<file path="config.mk">
export PLATFORM = sky130hd
export DESIGN_NAME = led_keyframe_animator_top
export DESIGN_NICKNAME = d
export VERILOG_FILES = /design/src/hw/rtl/lkfa_pkg.sv /design/src/hw/rtl/lkfa_div.sv /design/src/hw/rtl/led_keyframe_animator_top.sv
export VERILOG_INCLUDE_DIRS = /design/src /design/src/hw/rtl
export SDC_FILE = /design/constraint.sdc
export NUM_CORES = 2
export LEC_CHECK = 0
export BUFFER_PORTS_ARGS = -buffer_cell sky130_fd_sc_hd__buf_2
export CORE_MARGIN = 4
export CORE_UTILIZATION = 45
export DETAILED_ROUTE_END_ITERATION = 16
export PLACE_DENSITY = 0.63
export SLEW_MARGIN = 15
export SYNTH_ARGS = -nofsm -noshare
export SYNTH_HDL_FRONTEND = slang
export SYNTH_SLANG_ARGS = --single-unit
</file>
<file path="constraint.sdc">
create_clock -name clk -period 6.8 [get_ports clk]
set_clock_uncertainty 0.2 [all_clocks]
set_input_delay 1.36 -clock clk [delete_from_list [all_inputs] [get_ports clk]]
set_output_delay 1.36 -clock clk [all_outputs]
set_load 0.05 [all_outputs]
</file>
<file path="src/hw/rtl/assert_macros.svh">
// Assertion macros shared by the RTL of the LED keyframe animator.
// No dependencies.
`ifndef ASSERT_MACROS_SVH
`define ASSERT_MACROS_SVH

// same-cycle implication, off during reset
`define ASSERT_IMPLY(lbl, clk, rstn, ante, cons) \
    lbl: assert property (@(posedge clk) disable iff (!rstn) (ante) |-> (cons)) \
        else $error("same-cycle implication failed");

// next-cycle implication, off during reset
`define ASSERT_NEXT(lbl, clk, rstn, ante, cons) \
    lbl: assert property (@(posedge clk) disable iff (!rstn) (ante) |=> (cons)) \
        else $error("next-cycle implication failed");

`endif

</file>
<file path="src/hw/rtl/lkfa_pkg.sv">
// Shared types and constants of the LED keyframe animator.
// Used by lkfa_div and led_keyframe_animator_top; no dependencies.
`timescale 1ns / 1ps
`default_nettype none

package lkfa_pkg;

    typedef enum logic [1:0] {
        FUNC_TICK     = 2'd0,
        FUNC_LOAD     = 2'd1,
        FUNC_RESTART  = 2'd2,
        FUNC_ACTIVATE = 2'd3
    } func_t;

    localparam logic [2:0] CFG_ANIM_MODE     = 3'd0;
    localparam logic [2:0] CFG_FRAME_COUNT   = 3'd1;
    localparam logic [2:0] CFG_LOOP_START    = 3'd2;
    localparam logic [2:0] CFG_TICK_PERIOD   = 3'd3;
    localparam logic [2:0] CFG_START_ACTIVE  = 3'd4;
    localparam logic [2:0] CFG_PHASE_STEP    = 3'd5;
    localparam logic [2:0] CFG_STAR_TOTAL    = 3'd6;
    localparam logic [2:0] CFG_ADVANCE_TICKS = 3'd7;

    localparam int TIME_W    = 13;
    localparam int FRAME_W   = 37;
    localparam int DIV_LANES = 3;
    localparam int DIV_NUM_W = 24;
    localparam int DIV_DEN_W = 13;

    typedef struct packed {
        logic busy;
        logic done;
    } div_stat_t;

    typedef enum logic [20:0] {
        S_IDLE   = 21'd1,
        S_GAP    = 21'd2,
        S_GAP_W  = 21'd4,
        S_STAR   = 21'd8,
        S_LED_RD = 21'd16,
        S_O_RD   = 21'd32,
        S_D_RD   = 21'd64,
        S_EVAL   = 21'd128,
        S_PROD   = 21'd256,
        S_DIVGO  = 21'd512,
        S_DIVW   = 21'd1024,
        S_LP_RD  = 21'd2048,
        S_LP_GO  = 21'd4096,
        S_LP_W   = 21'd8192,
        S_EMIT   = 21'd16384,
        S_RS_RD  = 21'd32768,
        S_RS_GO  = 21'd65536,
        S_RS_W   = 21'd131072,
        S_RS_MUL = 21'd262144,
        S_RS_DGO = 21'd524288,
        S_RS_DW  = 21'd1048576
    } state_t;

    function automatic logic [7:0] sat8(input logic [DIV_NUM_W-1:0] v);
        return (v > DIV_NUM_W'(255)) ? 8'hFF : v[7:0];
    endfunction

endpackage

`default_nettype wire

</file>
<file path="src/hw/rtl/lkfa_div.sv">
// Restoring divider, one quotient bit per cycle, three lanes on one divisor.
// Depends on lkfa_pkg.
`timescale 1ns / 1ps
`default_nettype none

module lkfa_div (
    input  logic                         clk,
    input  logic                         rst_n,
    input  logic                         start,
    input  logic [lkfa_pkg::DIV_NUM_W-1:0] num [lkfa_pkg::DIV_LANES],
    input  logic [lkfa_pkg::DIV_DEN_W-1:0] den,
    output logic [lkfa_pkg::DIV_NUM_W-1:0] quo [lkfa_pkg::DIV_LANES],
    output logic [lkfa_pkg::DIV_DEN_W-1:0] rem,
    output lkfa_pkg::div_stat_t            stat
);

    localparam int CNT_W = $clog2(lkfa_pkg::DIV_NUM_W);

    logic [lkfa_pkg::DIV_NUM_W-1:0] quo_reg [lkfa_pkg::DIV_LANES];
    logic [lkfa_pkg::DIV_DEN_W-1:0] rem_reg [lkfa_pkg::DIV_LANES];
    logic [lkfa_pkg::DIV_DEN_W-1:0] den_reg;
    logic [CNT_W-1:0]               cnt_reg;
    logic                           busy_reg;
    logic                           done_reg;
    logic [lkfa_pkg::DIV_DEN_W:0]   trial [lkfa_pkg::DIV_LANES];

    always_comb
    begin
        for (int l = 0; l < lkfa_pkg::DIV_LANES; l++)
        begin
            trial[l] = {rem_reg[l], quo_reg[l][lkfa_pkg::DIV_NUM_W-1]};
        end
    end

    always_ff @(posedge clk or negedge rst_n)
    begin
        if (!rst_n)
        begin
            busy_reg <= 1'b0;
            done_reg <= 1'b0;
            cnt_reg  <= '0;
        end
        else
        begin
            done_reg <= 1'b0;
            if (start)
            begin
                busy_reg <= 1'b1;
                cnt_reg  <= CNT_W'(lkfa_pkg::DIV_NUM_W - 1);
            end
            else if (busy_reg)
            begin
                cnt_reg <= cnt_reg - 1'b1;
                if (cnt_reg == '0)
                begin
                    busy_reg <= 1'b0;
                    done_reg <= 1'b1;
                end
            end
        end
    end

    always_ff @(posedge clk)
    begin
        if (start)
        begin
            den_reg <= den;
            for (int l = 0; l < lkfa_pkg::DIV_LANES; l++)
            begin
                quo_reg[l] <= num[l];
                rem_reg[l] <= '0;
            end
        end
        else if (busy_reg)
        begin
            for (int l = 0; l < lkfa_pkg::DIV_LANES; l++)
            begin
                if (trial[l] >= {1'b0, den_reg})
                begin
                    rem_reg[l] <= lkfa_pkg::DIV_DEN_W'(trial[l] - {1'b0, den_reg});
                    quo_reg[l] <= {quo_reg[l][lkfa_pkg::DIV_NUM_W-2:0], 1'b1};
                end
                else
                begin
                    rem_reg[l] <= trial[l][lkfa_pkg::DIV_DEN_W-1:0];
                    quo_reg[l] <= {quo_reg[l][lkfa_pkg::DIV_NUM_W-2:0], 1'b0};
                end
            end
        end
    end

    assign quo       = quo_reg;
    assign rem       = rem_reg[0];
    assign stat.busy = busy_reg;
    assign stat.done = done_reg;

endmodule

`default_nettype wire

</file>
<file path="src/hw/rtl/led_keyframe_animator_top.sv">
// LED keyframe animator: per-LED keyframe color interpolation with shooting-star mode.
// Depends on lkfa_pkg, lkfa_div and assert_macros.svh.
//
// Load and activate beats are taken in the idle state. A tick beat yields LED_COUNT
// color beats, LED 0 first, tlast on the last one. Each LED walks a sequencer over two
// registered-read memories (LED state and keyframe table); an inactive, held or finished
// LED skips the shared divider, and one that interpolates or loops back waits on it; a
// stalled output adds its stall. Shooting-star restarts add one divide for the star gap
// and one step per star to a tick. A restart beat runs one divide for the restart
// modulus, then a divide per LED that is skipped when the modulus is zero. A new beat is
// taken once the last color of the previous one sits in the output register.
`timescale 1ns / 1ps
`default_nettype none

`include "assert_macros.svh"

module led_keyframe_animator_top #(
    parameter int LED_COUNT   = 16,
    parameter int FRAME_DEPTH = 16
) (
    input  logic        clk,
    input  logic        rst_n,
    input  logic        cfg_we,
    input  logic [2:0]  cfg_index,
    input  logic [15:0] cfg_data,
    input  logic        in_tvalid,
    output logic        in_tready,
    input  logic [63:0] in_tdata,   // frame_slot, frame_red, frame_green, frame_blue,
                                    // frame_time, enable_bits
    input  logic [1:0]  in_tuser,   // func
    output logic        out_tvalid,
    input  logic        out_tready,
    output logic [31:0] out_tdata,  // led_number, out_red, out_green, out_blue
    output logic        out_tlast
);

    localparam int LED_W  = $clog2(LED_COUNT);
    localparam int FW     = $clog2(FRAME_DEPTH);
    localparam int LEDM_W = 2 * FW + 8;
    localparam int NW     = lkfa_pkg::DIV_NUM_W;
    localparam int DW     = lkfa_pkg::DIV_DEN_W;
    localparam int LANES  = lkfa_pkg::DIV_LANES;

    // configuration
    logic        anim_mode_reg;
    logic [4:0]  frame_count_reg;
    logic [3:0]  loop_start_reg;
    logic [7:0]  tick_period_reg;
    logic [15:0] start_active_reg;
    logic [7:0]  phase_step_reg;
    logic [4:0]  star_total_reg;
    logic [15:0] advance_ticks_reg;

    lkfa_pkg::state_t state_reg, state_next;

    logic [LED_COUNT-1:0] active_reg;
    logic [LED_W-1:0]     star_pos_reg;
    logic [15:0]          hold_reg;
    logic [LED_W-1:0]     idx_reg;
    logic [LED_W:0]       gap_reg;
    logic [LED_W-1:0]     star_p_reg;
    logic [4:0]           star_k_reg;

    logic [FW-1:0]        os_reg, ds_reg, no_reg, nd_reg;
    logic [7:0]           e_reg;
    logic [15:0]          t_reg;
    logic [lkfa_pkg::FRAME_W-1:0] o_reg;
    logic [7:0]           dcol_reg [LANES];
    logic [7:0]           col_reg  [LANES];
    logic signed [17:0]   num_s_reg;
    logic signed [13:0]   den_s_reg;
    logic signed [26:0]   prod_reg [LANES];
    logic                 neg_reg  [LANES];
    logic [DW-1:0]        mod_reg;
    logic [LED_W+7:0]     rsprod_reg;

    logic                 out_valid_reg;
    logic [7:0]           out_col_reg [LANES];
    logic [LED_W-1:0]     out_led_reg;
    logic                 out_last_reg;

    // memories
    logic [lkfa_pkg::FRAME_W-1:0] frame_mem [FRAME_DEPTH];
    logic [lkfa_pkg::FRAME_W-1:0] frame_rdata_reg;
    logic [FW-1:0]                frame_raddr;
    logic [LEDM_W-1:0]            led_mem [LED_COUNT];
    logic [LEDM_W-1:0]            led_rdata_reg;
    logic                         led_rvalid_reg;
    logic [LED_COUNT-1:0]         led_valid_reg;
    logic                         led_we;
    logic [LED_W-1:0]             led_waddr;
    logic [LEDM_W-1:0]            led_wdata;

    // divider
    logic                 div_start;
    logic [NW-1:0]        div_num [LANES];
    logic [DW-1:0]        div_den;
    logic [NW-1:0]        div_quo [LANES];
    logic [DW-1:0]        div_rem;
    lkfa_pkg::div_stat_t  div_stat;

    // decoded fields and helpers
    lkfa_pkg::func_t      in_func;
    logic                 in_beat;
    logic [7:0]           per_eff;
    logic [8:0]           cnt_eff;
    logic [FW-1:0]        ls_mod, slot_mod, last_slot;
    logic [LEDM_W-1:0]    led_q;
    logic [FW-1:0]        lq_os, lq_ds;
    logic [7:0]           lq_e;
    logic [7:0]           fr_col [LANES];
    logic [7:0]           oc     [LANES];
    logic [12:0]          fr_t, o_t;
    logic                 ev_hit, ev_eq, ev_wrap, ev_act;
    logic [8:0]           nd1;
    logic [FW-1:0]        ev_no, ev_nd;
    logic [7:0]           e_new;
    logic                 led_last;
    logic [LED_W:0]       psum;
    logic [LED_W-1:0]     pos_inc;
    logic                 emit_load;

    function automatic logic [FW-1:0] frame_mod(input logic [3:0] v);
        logic [8:0] r;
        r = 9'(v);
        for (int k = 0; k < 8; k++)
        begin
            if (int'(r) >= FRAME_DEPTH)
            begin
                r = r - 9'(FRAME_DEPTH);
            end
        end
        return r[FW-1:0];
    endfunction

    assign in_func   = lkfa_pkg::func_t'(in_tuser);
    assign in_tready = (state_reg == lkfa_pkg::S_IDLE);
    assign in_beat   = in_tvalid && in_tready;
    assign per_eff   = (tick_period_reg == 8'd0) ? 8'd1 : tick_period_reg;
    assign ls_mod    = frame_mod(loop_start_reg);
    assign slot_mod  = frame_mod(in_tdata[3:0]);
    assign last_slot = FW'(cnt_eff - 9'd1);
    assign led_last  = (idx_reg == LED_W'(LED_COUNT - 1));
    assign emit_load = !out_valid_reg || out_tready;

    always_comb
    begin
        if (frame_count_reg == 5'd0)
        begin
            cnt_eff = 9'd1;
        end
        else if (int'(frame_count_reg) > FRAME_DEPTH)
        begin
            cnt_eff = 9'(FRAME_DEPTH);
        end
        else
        begin
            cnt_eff = 9'(frame_count_reg);
        end
    end

    assign led_q = led_rvalid_reg ? led_rdata_reg : '0;
    assign lq_os = led_q[LEDM_W-1 -: FW];
    assign lq_ds = led_q[8 +: FW];
    assign lq_e  = led_q[7:0];

    assign fr_col[0] = frame_rdata_reg[7:0];
    assign fr_col[1] = frame_rdata_reg[15:8];
    assign fr_col[2] = frame_rdata_reg[23:16];
    assign fr_t      = frame_rdata_reg[36:24];
    assign oc[0]     = o_reg[7:0];
    assign oc[1]     = o_reg[15:8];
    assign oc[2]     = o_reg[23:16];
    assign o_t       = o_reg[36:24];

    assign ev_act  = active_reg[idx_reg];
    assign ev_hit  = t_reg >= 16'(fr_t);
    assign ev_eq   = (fr_t == o_t);
    assign nd1     = 9'(ds_reg) + 9'd1;
    assign ev_wrap = nd1 >= cnt_eff;
    assign ev_no   = ev_wrap ? ls_mod : ds_reg;
    assign ev_nd   = !ev_wrap ? FW'(nd1) :
                     ((9'(ls_mod) + 9'd1 < cnt_eff - 9'd1) ? FW'(9'(ls_mod) + 9'd1)
                                                          : last_slot);
    assign e_new   = (e_reg == 8'hFF) ? e_reg : e_reg + 8'd1;

    assign psum    = (LED_W + 1)'(star_p_reg) + gap_reg;
    assign pos_inc = (star_pos_reg == LED_W'(LED_COUNT - 1)) ? '0 : star_pos_reg + 1'b1;

    always_comb
    begin
        case (state_reg)
            lkfa_pkg::S_O_RD:  frame_raddr = lq_os;
            lkfa_pkg::S_D_RD:  frame_raddr = ds_reg;
            lkfa_pkg::S_LP_RD: frame_raddr = no_reg;
            lkfa_pkg::S_RS_RD: frame_raddr = last_slot;
            default:           frame_raddr = os_reg;
        endcase
    end

    // LED state write port
    always_comb
    begin
        led_we    = 1'b0;
        led_waddr = idx_reg;
        led_wdata = '0;
        case (state_reg)
            lkfa_pkg::S_STAR:
            begin
                led_we    = 1'b1;
                led_waddr = star_p_reg;
            end
            lkfa_pkg::S_EVAL:
            begin
                led_we    = ev_act && !(ev_hit && ev_wrap);
                led_wdata = ev_hit ? {ev_no, ev_nd, e_new} : {os_reg, ds_reg, e_new};
            end
            lkfa_pkg::S_LP_W:
            begin
                led_we    = div_stat.done;
                led_wdata = {no_reg, nd_reg, lkfa_pkg::sat8(div_quo[0])};
            end
            lkfa_pkg::S_RS_MUL:
            begin
                led_we = (mod_reg == '0);
            end
            lkfa_pkg::S_RS_DW:
            begin
                led_we    = div_stat.done;
                led_wdata = {{(2 * FW){1'b0}}, lkfa_pkg::sat8(NW'(div_rem))};
            end
            default:
            begin
                led_we = 1'b0;
            end
        endcase
    end

    // divider operands
    always_comb
    begin
        div_start = 1'b0;
        div_den   = DW'(per_eff);
        for (int l = 0; l < LANES; l++)
        begin
            div_num[l] = '0;
        end
        case (state_reg)
            lkfa_pkg::S_GAP:
            begin
                div_start  = 1'b1;
                div_num[0] = NW'(LED_COUNT);
                div_den    = DW'(star_total_reg);
            end
            lkfa_pkg::S_DIVGO:
            begin
                div_start = 1'b1;
                for (int l = 0; l < LANES; l++)
                begin
                    div_num[l] = prod_reg[l][26] ? NW'(-prod_reg[l]) : NW'(prod_reg[l]);
                end
                div_den = den_s_reg[13] ? DW'(-den_s_reg) : DW'(den_s_reg);
            end
            lkfa_pkg::S_LP_GO:
            begin
                div_start  = 1'b1;
                div_num[0] = NW'(fr_t) + NW'(per_eff) - NW'(1);
            end
            lkfa_pkg::S_RS_GO:
            begin
                div_start  = 1'b1;
                div_num[0] = NW'(fr_t);
            end
            lkfa_pkg::S_RS_DGO:
            begin
                div_start  = 1'b1;
                div_num[0] = NW'(rsprod_reg);
                div_den    = mod_reg;
            end
            default:
            begin
                div_start = 1'b0;
            end
        endcase
    end

    lkfa_div u_div (
        .clk   (clk),
        .rst_n (rst_n),
        .start (div_start),
        .num   (div_num),
        .den   (div_den),
        .quo   (div_quo),
        .rem   (div_rem),
        .stat  (div_stat)
    );

    always_comb
    begin
        state_next = state_reg;
        case (state_reg)
            lkfa_pkg::S_IDLE:
            begin
                if (in_beat && in_func == lkfa_pkg::FUNC_RESTART)
                begin
                    state_next = lkfa_pkg::S_RS_RD;
                end
                else if (in_beat && in_func == lkfa_pkg::FUNC_TICK)
                begin
                    if (anim_mode_reg && hold_reg == advance_ticks_reg &&
                        star_total_reg != 5'd0)
                    begin
                        state_next = lkfa_pkg::S_GAP;
                    end
                    else
                    begin
                        state_next = lkfa_pkg::S_LED_RD;
                    end
                end
            end
            lkfa_pkg::S_GAP:   state_next = lkfa_pkg::S_GAP_W;
            lkfa_pkg::S_GAP_W: if (div_stat.done) state_next = lkfa_pkg::S_STAR;
            lkfa_pkg::S_STAR:
            begin
                if (star_k_reg == star_total_reg - 5'd1)
                begin
                    state_next = lkfa_pkg::S_LED_RD;
                end
            end
            lkfa_pkg::S_LED_RD: state_next = lkfa_pkg::S_O_RD;
            lkfa_pkg::S_O_RD:   state_next = lkfa_pkg::S_D_RD;
            lkfa_pkg::S_D_RD:   state_next = lkfa_pkg::S_EVAL;
            lkfa_pkg::S_EVAL:
            begin
                if (!ev_act || ev_eq || ev_hit)
                begin
                    state_next = (ev_act && ev_hit && ev_wrap) ? lkfa_pkg::S_LP_RD
                                                                : lkfa_pkg::S_EMIT;
                end
                else
                begin
                    state_next = lkfa_pkg::S_PROD;
                end
            end
            lkfa_pkg::S_PROD:  state_next = lkfa_pkg::S_DIVGO;
            lkfa_pkg::S_DIVGO: state_next = lkfa_pkg::S_DIVW;
            lkfa_pkg::S_DIVW:  if (div_stat.done) state_next = lkfa_pkg::S_EMIT;
            lkfa_pkg::S_LP_RD: state_next = lkfa_pkg::S_LP_GO;
            lkfa_pkg::S_LP_GO: state_next = lkfa_pkg::S_LP_W;
            lkfa_pkg::S_LP_W:  if (div_stat.done) state_next = lkfa_pkg::S_EMIT;
            lkfa_pkg::S_EMIT:
            begin
                if (emit_load)
                begin
                    state_next = led_last ? lkfa_pkg::S_IDLE : lkfa_pkg::S_LED_RD;
                end
            end
            lkfa_pkg::S_RS_RD: state_next = lkfa_pkg::S_RS_GO;
            lkfa_pkg::S_RS_GO: state_next = lkfa_pkg::S_RS_W;
            lkfa_pkg::S_RS_W:  if (div_stat.done) state_next = lkfa_pkg::S_RS_MUL;
            lkfa_pkg::S_RS_MUL:
            begin
                if (mod_reg != '0)
                begin
                    state_next = lkfa_pkg::S_RS_DGO;
                end
                else if (led_last)
                begin
                    state_next = lkfa_pkg::S_IDLE;
                end
            end
            lkfa_pkg::S_RS_DGO: state_next = lkfa_pkg::S_RS_DW;
            lkfa_pkg::S_RS_DW:
            begin
                if (div_stat.done)
                begin
                    state_next = led_last ? lkfa_pkg::S_IDLE : lkfa_pkg::S_RS_MUL;
                end
            end
            default: state_next = lkfa_pkg::S_IDLE;
        endcase
    end

    // control state
    always_ff @(posedge clk or negedge rst_n)
    begin
        if (!rst_n)
        begin
            state_reg         <= lkfa_pkg::S_IDLE;
            anim_mode_reg     <= 1'b0;
            frame_count_reg   <= 5'd1;
            loop_start_reg    <= 4'd0;
            tick_period_reg   <= 8'd40;
            start_active_reg  <= 16'd0;
            phase_step_reg    <= 8'd0;
            star_total_reg    <= 5'd1;
            advance_ticks_reg <= 16'd0;
            active_reg        <= '0;
            star_pos_reg      <= '0;
            hold_reg          <= '0;
            idx_reg           <= '0;
            star_k_reg        <= '0;
            led_valid_reg     <= '0;
            out_valid_reg     <= 1'b0;
        end
        else
        begin
            state_reg <= state_next;

            if (cfg_we)
            begin
                case (cfg_index)
                    lkfa_pkg::CFG_ANIM_MODE:     anim_mode_reg     <= cfg_data[0];
                    lkfa_pkg::CFG_FRAME_COUNT:   frame_count_reg   <= cfg_data[4:0];
                    lkfa_pkg::CFG_LOOP_START:    loop_start_reg    <= cfg_data[3:0];
                    lkfa_pkg::CFG_TICK_PERIOD:   tick_period_reg   <= cfg_data[7:0];
                    lkfa_pkg::CFG_START_ACTIVE:  start_active_reg  <= cfg_data;
                    lkfa_pkg::CFG_PHASE_STEP:    phase_step_reg    <= cfg_data[7:0];
                    lkfa_pkg::CFG_STAR_TOTAL:    star_total_reg    <= cfg_data[4:0];
                    lkfa_pkg::CFG_ADVANCE_TICKS: advance_ticks_reg <= cfg_data;
                    default:                     anim_mode_reg     <= anim_mode_reg;
                endcase
            end

            if (led_we)
            begin
                led_valid_reg[led_waddr] <= 1'b1;
            end

            if (state_reg == lkfa_pkg::S_EMIT && emit_load)
            begin
                out_valid_reg <= 1'b1;
            end
            else if (out_valid_reg && out_tready)
            begin
                out_valid_reg <= 1'b0;
            end

            case (state_reg)
                lkfa_pkg::S_IDLE:
                begin
                    idx_reg <= '0;
                    if (in_beat)
                    begin
                        case (in_func)
                            lkfa_pkg::FUNC_ACTIVATE:
                                active_reg <= active_reg | LED_COUNT'(in_tdata[56:41]);
                            lkfa_pkg::FUNC_RESTART:
                            begin
                                active_reg   <= LED_COUNT'(start_active_reg);
                                star_pos_reg <= '0;
                                hold_reg     <= '0;
                            end
                            lkfa_pkg::FUNC_TICK:
                            begin
                                if (anim_mode_reg)
                                begin
                                    if (hold_reg == advance_ticks_reg)
                                    begin
                                        hold_reg     <= 16'd1;
                                        star_pos_reg <= pos_inc;
                                    end
                                    else
                                    begin
                                        hold_reg <= hold_reg + 16'd1;
                                    end
                                end
                            end
                            default: hold_reg <= hold_reg;
                        endcase
                    end
                end
                lkfa_pkg::S_GAP_W:
                begin
                    star_k_reg <= '0;
                end
                lkfa_pkg::S_STAR:
                begin
                    active_reg[star_p_reg] <= 1'b1;
                    star_k_reg             <= star_k_reg + 5'd1;
                end
                lkfa_pkg::S_EMIT:
                begin
                    if (emit_load)
                    begin
                        idx_reg <= idx_reg + 1'b1;
                    end
                end
                lkfa_pkg::S_RS_MUL:
                begin
                    if (mod_reg == '0)
                    begin
                        idx_reg <= idx_reg + 1'b1;
                    end
                end
                lkfa_pkg::S_RS_DW:
                begin
                    if (div_stat.done)
                    begin
                        idx_reg <= idx_reg + 1'b1;
                    end
                end
                default: idx_reg <= idx_reg;
            endcase
        end
    end

    // datapath
    always_ff @(posedge clk)
    begin
        case (state_reg)
            lkfa_pkg::S_GAP_W:
            begin
                gap_reg    <= (LED_W + 1)'(div_quo[0]);
                star_p_reg <= star_pos_reg;
            end
            lkfa_pkg::S_STAR:
            begin
                star_p_reg <= (psum >= (LED_W + 1)'(LED_COUNT))
                              ? LED_W'(psum - (LED_W + 1)'(LED_COUNT)) : LED_W'(psum);
            end
            lkfa_pkg::S_O_RD:
            begin
                os_reg <= lq_os;
                ds_reg <= lq_ds;
                e_reg  <= lq_e;
                t_reg  <= 16'(lq_e * per_eff);
            end
            lkfa_pkg::S_D_RD:
            begin
                o_reg <= frame_rdata_reg;
            end
            lkfa_pkg::S_EVAL:
            begin
                no_reg    <= ev_no;
                nd_reg    <= ev_nd;
                num_s_reg <= $signed(18'(t_reg)) - $signed(18'(o_t));
                den_s_reg <= $signed(14'(fr_t)) - $signed(14'(o_t));
                for (int l = 0; l < LANES; l++)
                begin
                    dcol_reg[l] <= fr_col[l];
                    col_reg[l]  <= (ev_act && ev_hit) ? fr_col[l] : oc[l];
                end
            end
            lkfa_pkg::S_PROD:
            begin
                for (int l = 0; l < LANES; l++)
                begin
                    prod_reg[l] <= ($signed({1'b0, dcol_reg[l]}) - $signed({1'b0, oc[l]}))
                                   * num_s_reg;
                end
            end
            lkfa_pkg::S_DIVGO:
            begin
                for (int l = 0; l < LANES; l++)
                begin
                    neg_reg[l] <= prod_reg[l][26] ^ den_s_reg[13];
                end
            end
            lkfa_pkg::S_DIVW:
            begin
                for (int l = 0; l < LANES; l++)
                begin
                    col_reg[l] <= neg_reg[l] ? oc[l] - div_quo[l][7:0]
                                             : oc[l] + div_quo[l][7:0];
                end
            end
            lkfa_pkg::S_EMIT:
            begin
                if (emit_load)
                begin
                    out_col_reg  <= col_reg;
                    out_led_reg  <= idx_reg;
                    out_last_reg <= led_last;
                end
            end
            lkfa_pkg::S_RS_W:
            begin
                mod_reg <= div_quo[0][DW-1:0];
            end
            lkfa_pkg::S_RS_MUL:
            begin
                rsprod_reg <= (LED_W + 8)'(idx_reg * phase_step_reg);
            end
            default:
            begin
                mod_reg <= mod_reg;
            end
        endcase
    end

    // keyframe table
    always_ff @(posedge clk)
    begin
        if (in_beat && in_func == lkfa_pkg::FUNC_LOAD)
        begin
            frame_mem[slot_mod] <= {in_tdata[40:28], in_tdata[27:20], in_tdata[19:12],
                                    in_tdata[11:4]};
        end
        frame_rdata_reg <= frame_mem[frame_raddr];
    end

    // per-LED origin, target and tick counter
    always_ff @(posedge clk)
    begin
        if (led_we)
        begin
            led_mem[led_waddr] <= led_wdata;
        end
        led_rdata_reg  <= led_mem[idx_reg];
        led_rvalid_reg <= led_valid_reg[idx_reg];
    end

    assign out_tvalid = out_valid_reg;
    assign out_tlast  = out_last_reg;
    assign out_tdata  = {4'd0, out_col_reg[2], out_col_reg[1], out_col_reg[0],
                         4'(out_led_reg)};

    `ASSERT_IMPLY(a_div_free, clk, rst_n, div_start, !div_stat.busy)
    `ASSERT_NEXT(a_tick_holds_in, clk, rst_n,
                 in_beat && in_func == lkfa_pkg::FUNC_TICK, !in_tready)
    `ASSERT_IMPLY(a_last_led, clk, rst_n, out_tvalid && out_tlast,
                  out_tdata[3:0] == 4'(LED_COUNT - 1))
    `ASSERT_IMPLY(a_div_wait, clk, rst_n, div_stat.done,
                  state_reg == lkfa_pkg::S_GAP_W || state_reg == lkfa_pkg::S_DIVW ||
                  state_reg == lkfa_pkg::S_LP_W || state_reg == lkfa_pkg::S_RS_W ||
                  state_reg == lkfa_pkg::S_RS_DW)

endmodule

`default_nettype wire
</file>
Yosys cells after proc, flatten, opt, wreduce, memory -nomap -nowiden. Memories as Yosys holds them, arrays and structs flattened. A register that Yosys moved wholly into a read port is not among the register bits. Cells that the tools add are included.

Register bits: 434. Memory bits (writable): 995. Input port bits: 90. Output and inout bits: 35. Logic and storage cells: 345. Memories: 6.

Add/sub/neg operators: 32. Multiply operators: 5. $lt $le $gt $ge: 15. Equality and inequality tests: 50. Mux-type cells: 128. Bitwise operators: 12. Reductions and logical operators: 52.

Memory list: frame_mem (words 16, bits a word 37, read ports 1, clocked after memory_dff 1, write ports 1, RTL line led_keyframe_animator_top.sv:83) `logic [lkfa_pkg::FRAME_W-1:0] frame_mem [FRAME_DEPTH];`; led_mem (words 16, bits a word 16, read ports 1, clocked after memory_dff 1, write ports 1, RTL line led_keyframe_animator_top.sv:86) `logic [LEDM_W-1:0] led_mem [LED_COUNT];`; prod_reg (words 3, bits a word 27, read ports 3, clocked after memory_dff 0, write ports 3, RTL line led_keyframe_animator_top.sv:72) `logic signed [26:0] prod_reg [LANES];`; u_div.rem_reg (words 3, bits a word 13, read ports 3, clocked after memory_dff 0, write ports 3, RTL line lkfa_div.sv:20) `logic [lkfa_pkg::DIV_DEN_W-1:0] rem_reg [lkfa_pkg::DIV_LANES];`; dcol_reg (words 3, bits a word 8, read ports 3, clocked after memory_dff 0, write ports 3, RTL line led_keyframe_animator_top.sv:68) `logic [7:0] dcol_reg [LANES];`; neg_reg (words 3, bits a word 1, read ports 3, clocked after memory_dff 0, write ports 3, RTL line led_keyframe_animator_top.sv:73) `logic neg_reg [LANES];`.

Operators by type and width (count): 21-bit case mux with 20 select lines (1); 21-bit two-way mux (10); 72-bit two-way mux (2); 24-bit case mux with 5 select lines (1); 16-bit case mux with 2 select lines (3); 13-bit two-way mux (7); 16-bit two-way mux (5); 8-bit two-way mux (10); 9-bit by 17-bit multiplier with 26-bit output (3); 24-bit two-way mux (3); 24-bit negator (3); 1-bit two-way mux (52); 48-bit two-way mux (1); 16-bit OR (3); 16-bit case mux with 3 select lines (1); 24-bit case mux with 2 select lines (1); 4-bit two-way mux (11); 14-bit by 13-bit greater-or-equal comparator with 1-bit output (3); 13-bit case mux with 3 select lines (1); 13-bit subtractor (3); 4-bit case mux with 4 select lines (2); 15-bit two-way mux (2); 5-bit two-way mux (6); 8-bit by 8-bit subtractor with 9-bit output (3); other kinds (89) (157).

Depth between registers and ports, before layout.
Depth in word-level cells: 10. Mapped depth: 31. Gate-level depth less buffers: 30.

By module. A second synthesis with hierarchy kept.

Cells, all modules: 6734. Area, all modules: 84727.5 sq um.

By module, submodules not included: led_keyframe_animator_top (times used 1, cells each 6140, area an instance 77266.6 sq um, seq. area each 39093.7 sq um); lkfa_div (times used 1, cells each 594, area an instance 7460.9 sq um, seq. area each 3898.7 sq um).

Least setup slack after synthesis. No wires, ideal clock.

Path type: register -> register. Start: register o_reg[9] (netlist bit). End: memory prod_reg[1][22], in the netlist prod_reg[0][49], data pin. Library setup time: 0.266 ns. Arrival time: 6.737 ns. Data required time: 6.334 ns. Slack: -0.403 ns. Stages on the path, launching flop included: 31. Path buffers: 1. Period minus slack after synthesis: 7.203 ns. Path through: edfxtp_1 > inv_1 > ha_1 > nor2b_1 > o21ai_0 > a21boi_0 > o21ai_0 > nand2b_1 > a21o_1 > a21oi_1 > xnor2_1 > clkbuf_1 > nand2_1 > fa_1 > fa_1 > inv_1 > fa_1 > fa_1 > inv_1 > fa_1 > inv_1 > ha_1 > o21ai_0 > o21ai_0 > a311oi_1 > o21ai_0 > a41oi_1 > nor2b_1 > o21a_1 > o41ai_1 > xnor2_1.

RTL lines: from (decl) (RTL line led_keyframe_animator_top.sv:67) `logic [lkfa_pkg::FRAME_W-1:0] o_reg;`; from (signal assigned) (RTL line led_keyframe_animator_top.sv:531) `o_reg <= frame_rdata_reg;`; to (decl) (RTL line led_keyframe_animator_top.sv:72).

==> impl_metrics.py <==
metrics = {
    "global_routing": {
        "total_grt_usage_pct": 21.4,
        "most_used_routing_layer": "met2",
        "grt_pass1_wl_mm": 320,
        "groute.layer.met1.usage_pct": 28.3,
        "met3_usage_pct": 3.60,
        "grt_antenna_before_repair": 20,
        "grt_start_max_net_pins": 114,
        "grt.met2_usage_pct": 36.1,
        "via_count_of_the_first_global_routing_pass": 54758,
        "grt_overflow_total": 0,
    },
    "route": {
        "detail_route.drc_violations": 0,
        "first_iter_violations": 4085,
        "wl_per_cell_um": 21.1,
        "postRouteWirelength_mm": 207,
        "dr_total_vias": 53811,
        "first_pass_iteration_count_of_the_detailed_router": 6,
        "viasPerCell": 5.49,
        "final_ant_viol_nets": 0,
    },
    "setup_path": {
        "cp.arrival_ns": 7.10,
        "crit_path_top_delay_cell": "fa_1",
        "cp_common_cell": "fa_1",
        "worstSetupPathType": "reg2reg",
        "worst-path-buf-inv": 4,
        "path_max_fanout": 2,
        "worstSetupStartpointType": "flip-flop",
        "cp_slowest_stage_delay_ns": 0.52,
        "worst_ep_required_time_ns": 7.13,
        "worst_path_dominant_cell_family": "adder cells",
        "critPathCaptureType": "flip-flop",
    },
    "sta": {
        "drv_slew": 0,
        "hold_slack_ns": 0.216,
        "timing.max_slew.rel_slack_pct": 24.4,
        "timing.final.hold_violations": 0,
        "post-route-period-util_pct": 99.5,
        "finalSetupViolations": 0,
        "setup_tns_ns": 0,
        "fmax_mhz": 148,
        "final_critical_path_setup_slack_ns": 0.0308,
        "worst_slew_pin_slew_ns": 1.11,
        "grt_setup_unrepaired": "true",
        "finalWorstPathRequiredPeriod_ns": 6.77,
    },
    "run_status": {
        "run_status": "complete, no violations",
    },
    "placement": {
        "postPlaceCellArea_um2": 88700,
        "finalWeightedCongestion": 0.913,
        "placedCellCount": 9478,
        "dp_hpwl_mm": 143,
        "port_buffers": 113,
        "pre_cts_ws_ns": -0.205,
    },
    "clocking": {
        "cts_buffers": 154,
        "cts_sinks": 1475,
        "clock_tree.htree_level_count": 4,
        "clk-insertion-delay-late_ns": 0.80,
        "cts_tree": "built",
        "ctsLongestPathBuffers": 3,
        "clock_transition_at_the_registers_of_the_reported_paths_ns": 0.06,
        "clock_tree.root_cell": "clkbuf_16",
    },
    "synthesis": {
        "postSynth.asyncResetShare_pct": 10.4,
        "sequential_to_total_area_share_from_yosys_stat_pct": 51.3,
        "yosys_warnings": 0,
        "syn-instance-count": 6887,
        "ys_seq_elements": 1475,
        "synth.cell_area_um2": 83700,
        "syn_avg_cell_area_um2": 12.2,
        "count_of_flip_flops_with_a_built_in_enable_after_synthesis": 1268,
        "synth_largest_type_area_fraction_pct": 45.5,
        "yosys_most_used_dff": "edfxtp_1",
        "synthMostInstantiatedCell": "edfxtp_1",
        "netlist-cell-type-count": 89,
        "synthDominantAreaCellType": "edfxtp_1",
        "synth.cells.most_frequent": "edfxtp_1, nand2_1, inv_1",
        "leading_cell_types_by_total_area_after_synthesis": "edfxtp_1, fa_1, ha_1",
    },
    "die": {
        "placementRows": 158,
        "initial_core_util_pct": 45.2,
        "pin_count": 125,
        "die_footprint_um2": 193000,
        "die-height_um": 439,
        "chipWidth_um": 439,
        "coreArea_um2": 185000,
    },
    "final_layout": {
        "finalNetCount": 8103,
        "layout.cells.non_filler": 9798,
        "layout.core_utilization_pct": 50.9,
        "multi_input_comb_area_um2": 38000,
        "final_cell_area_um2": 94400,
        "layout.filler_cells": 15942,
        "area_delta_synth_final_pct": 12.7,
        "largest_register_ff_count": 592,
        "drive_above_1_share_pct": 13.3,
        "final-seq-area_um2": 43000,
    },
    "min_path": {
        "hold_path_class": "reg2reg",
    },
    "power_and_ir_drop": {
        "power.leakage_nw": 37.2,
        "p_total_mw": 28.8,
        "pwr_density_cell_nw_per_um2": 305,
        "largest_vdd_supply_drop_mv": 0.255,
    },
    "flow_run": {
        "timing.max_cap.violations": 0,
    },
}
==> timing repair <==
action                                  in CTS  in global routing
hold buffers                                 0                  0
gates resized for setup                     20                107
gates cloned                                 1                  0
endpoints found under the setup margin      21                 33
buffers inserted                             7                 21
pin swaps                                   11                 72
==> power breakdown <==
part / total, mW / internal (mW) / switching [mW]
Clock: 8.40 / 4.83 / 3.58
Combinational: 9.08 / 4.01 / 5.06
Sequential: 11.3 / 10.8 / 0.566
==> kinds of logic (layout without fill, tap and decap cells) <==
group                    count (synthesis)  count (layout)  share of synthesized area [%]
AO/OA/AOI/OAI                          880             880                           6.88
XOR/XNOR                               326             326                           3.41
adder cells (fa/ha/maj)                832             832                           16.4
buffers and inverters                  878            1299                           4.14
flip-flops                            1475            1475                           51.3
multiplexers                           340             340                           5.51
other                                    1              11                        0.00448
AND/OR/NAND/NOR                       2155            2155                           12.3
==> cell type report <==
cell class	count	share of cell area (%)
flip-flops and latches	1475	45.6
multi-input cells	4537	40.3
clock buffers	211	4.50
well taps	2480	3.29
repair buffers	417	3.13
inverters	596	2.37
clock inverters	75	0.819
diodes	7	0.0186
==> worst paths after layout <==
check                           depth (start not counted)  slack (ns)   startpoint                     to
worst min-delay path                                    0        0.22  col_reg[21]           out_tdata[9]
worst max register to register                         28        0.03     o_reg[8]        prod_reg[0][49]
worst min register to register                          0        0.22  col_reg[21]           out_tdata[9]
min in group asynchronous                               1        0.45        rst_n             idx_reg[2]
max in group asynchronous                               2        4.49        rst_n  advance_ticks_reg[14]
worst max-delay path                                   28        0.03     o_reg[8]        prod_reg[0][49]
==> per-layer routing <==
metal / wire length [µm] / vias up / share of wire (%)
li1: - / 24770 / -
met1: 87000 / 27097 / 42
met4: 6660 / 14 / 3.2
met3: 12400 / 380 / 6.0
met5: 84 / - / 0.041
met2: 100000 / 1550 / 49
==> cells in the final DEF (no fill, tap or decap), drive strengths merged, types with 213 or more instances in the layout <==
cell type	instances
buf	417
xnor2	213
nor2	310
edfxtp	1268
ha	393
o21ai	295
and2	242
inv	605
fa	439
nand2	928
(Power assumes the default switching activity.)
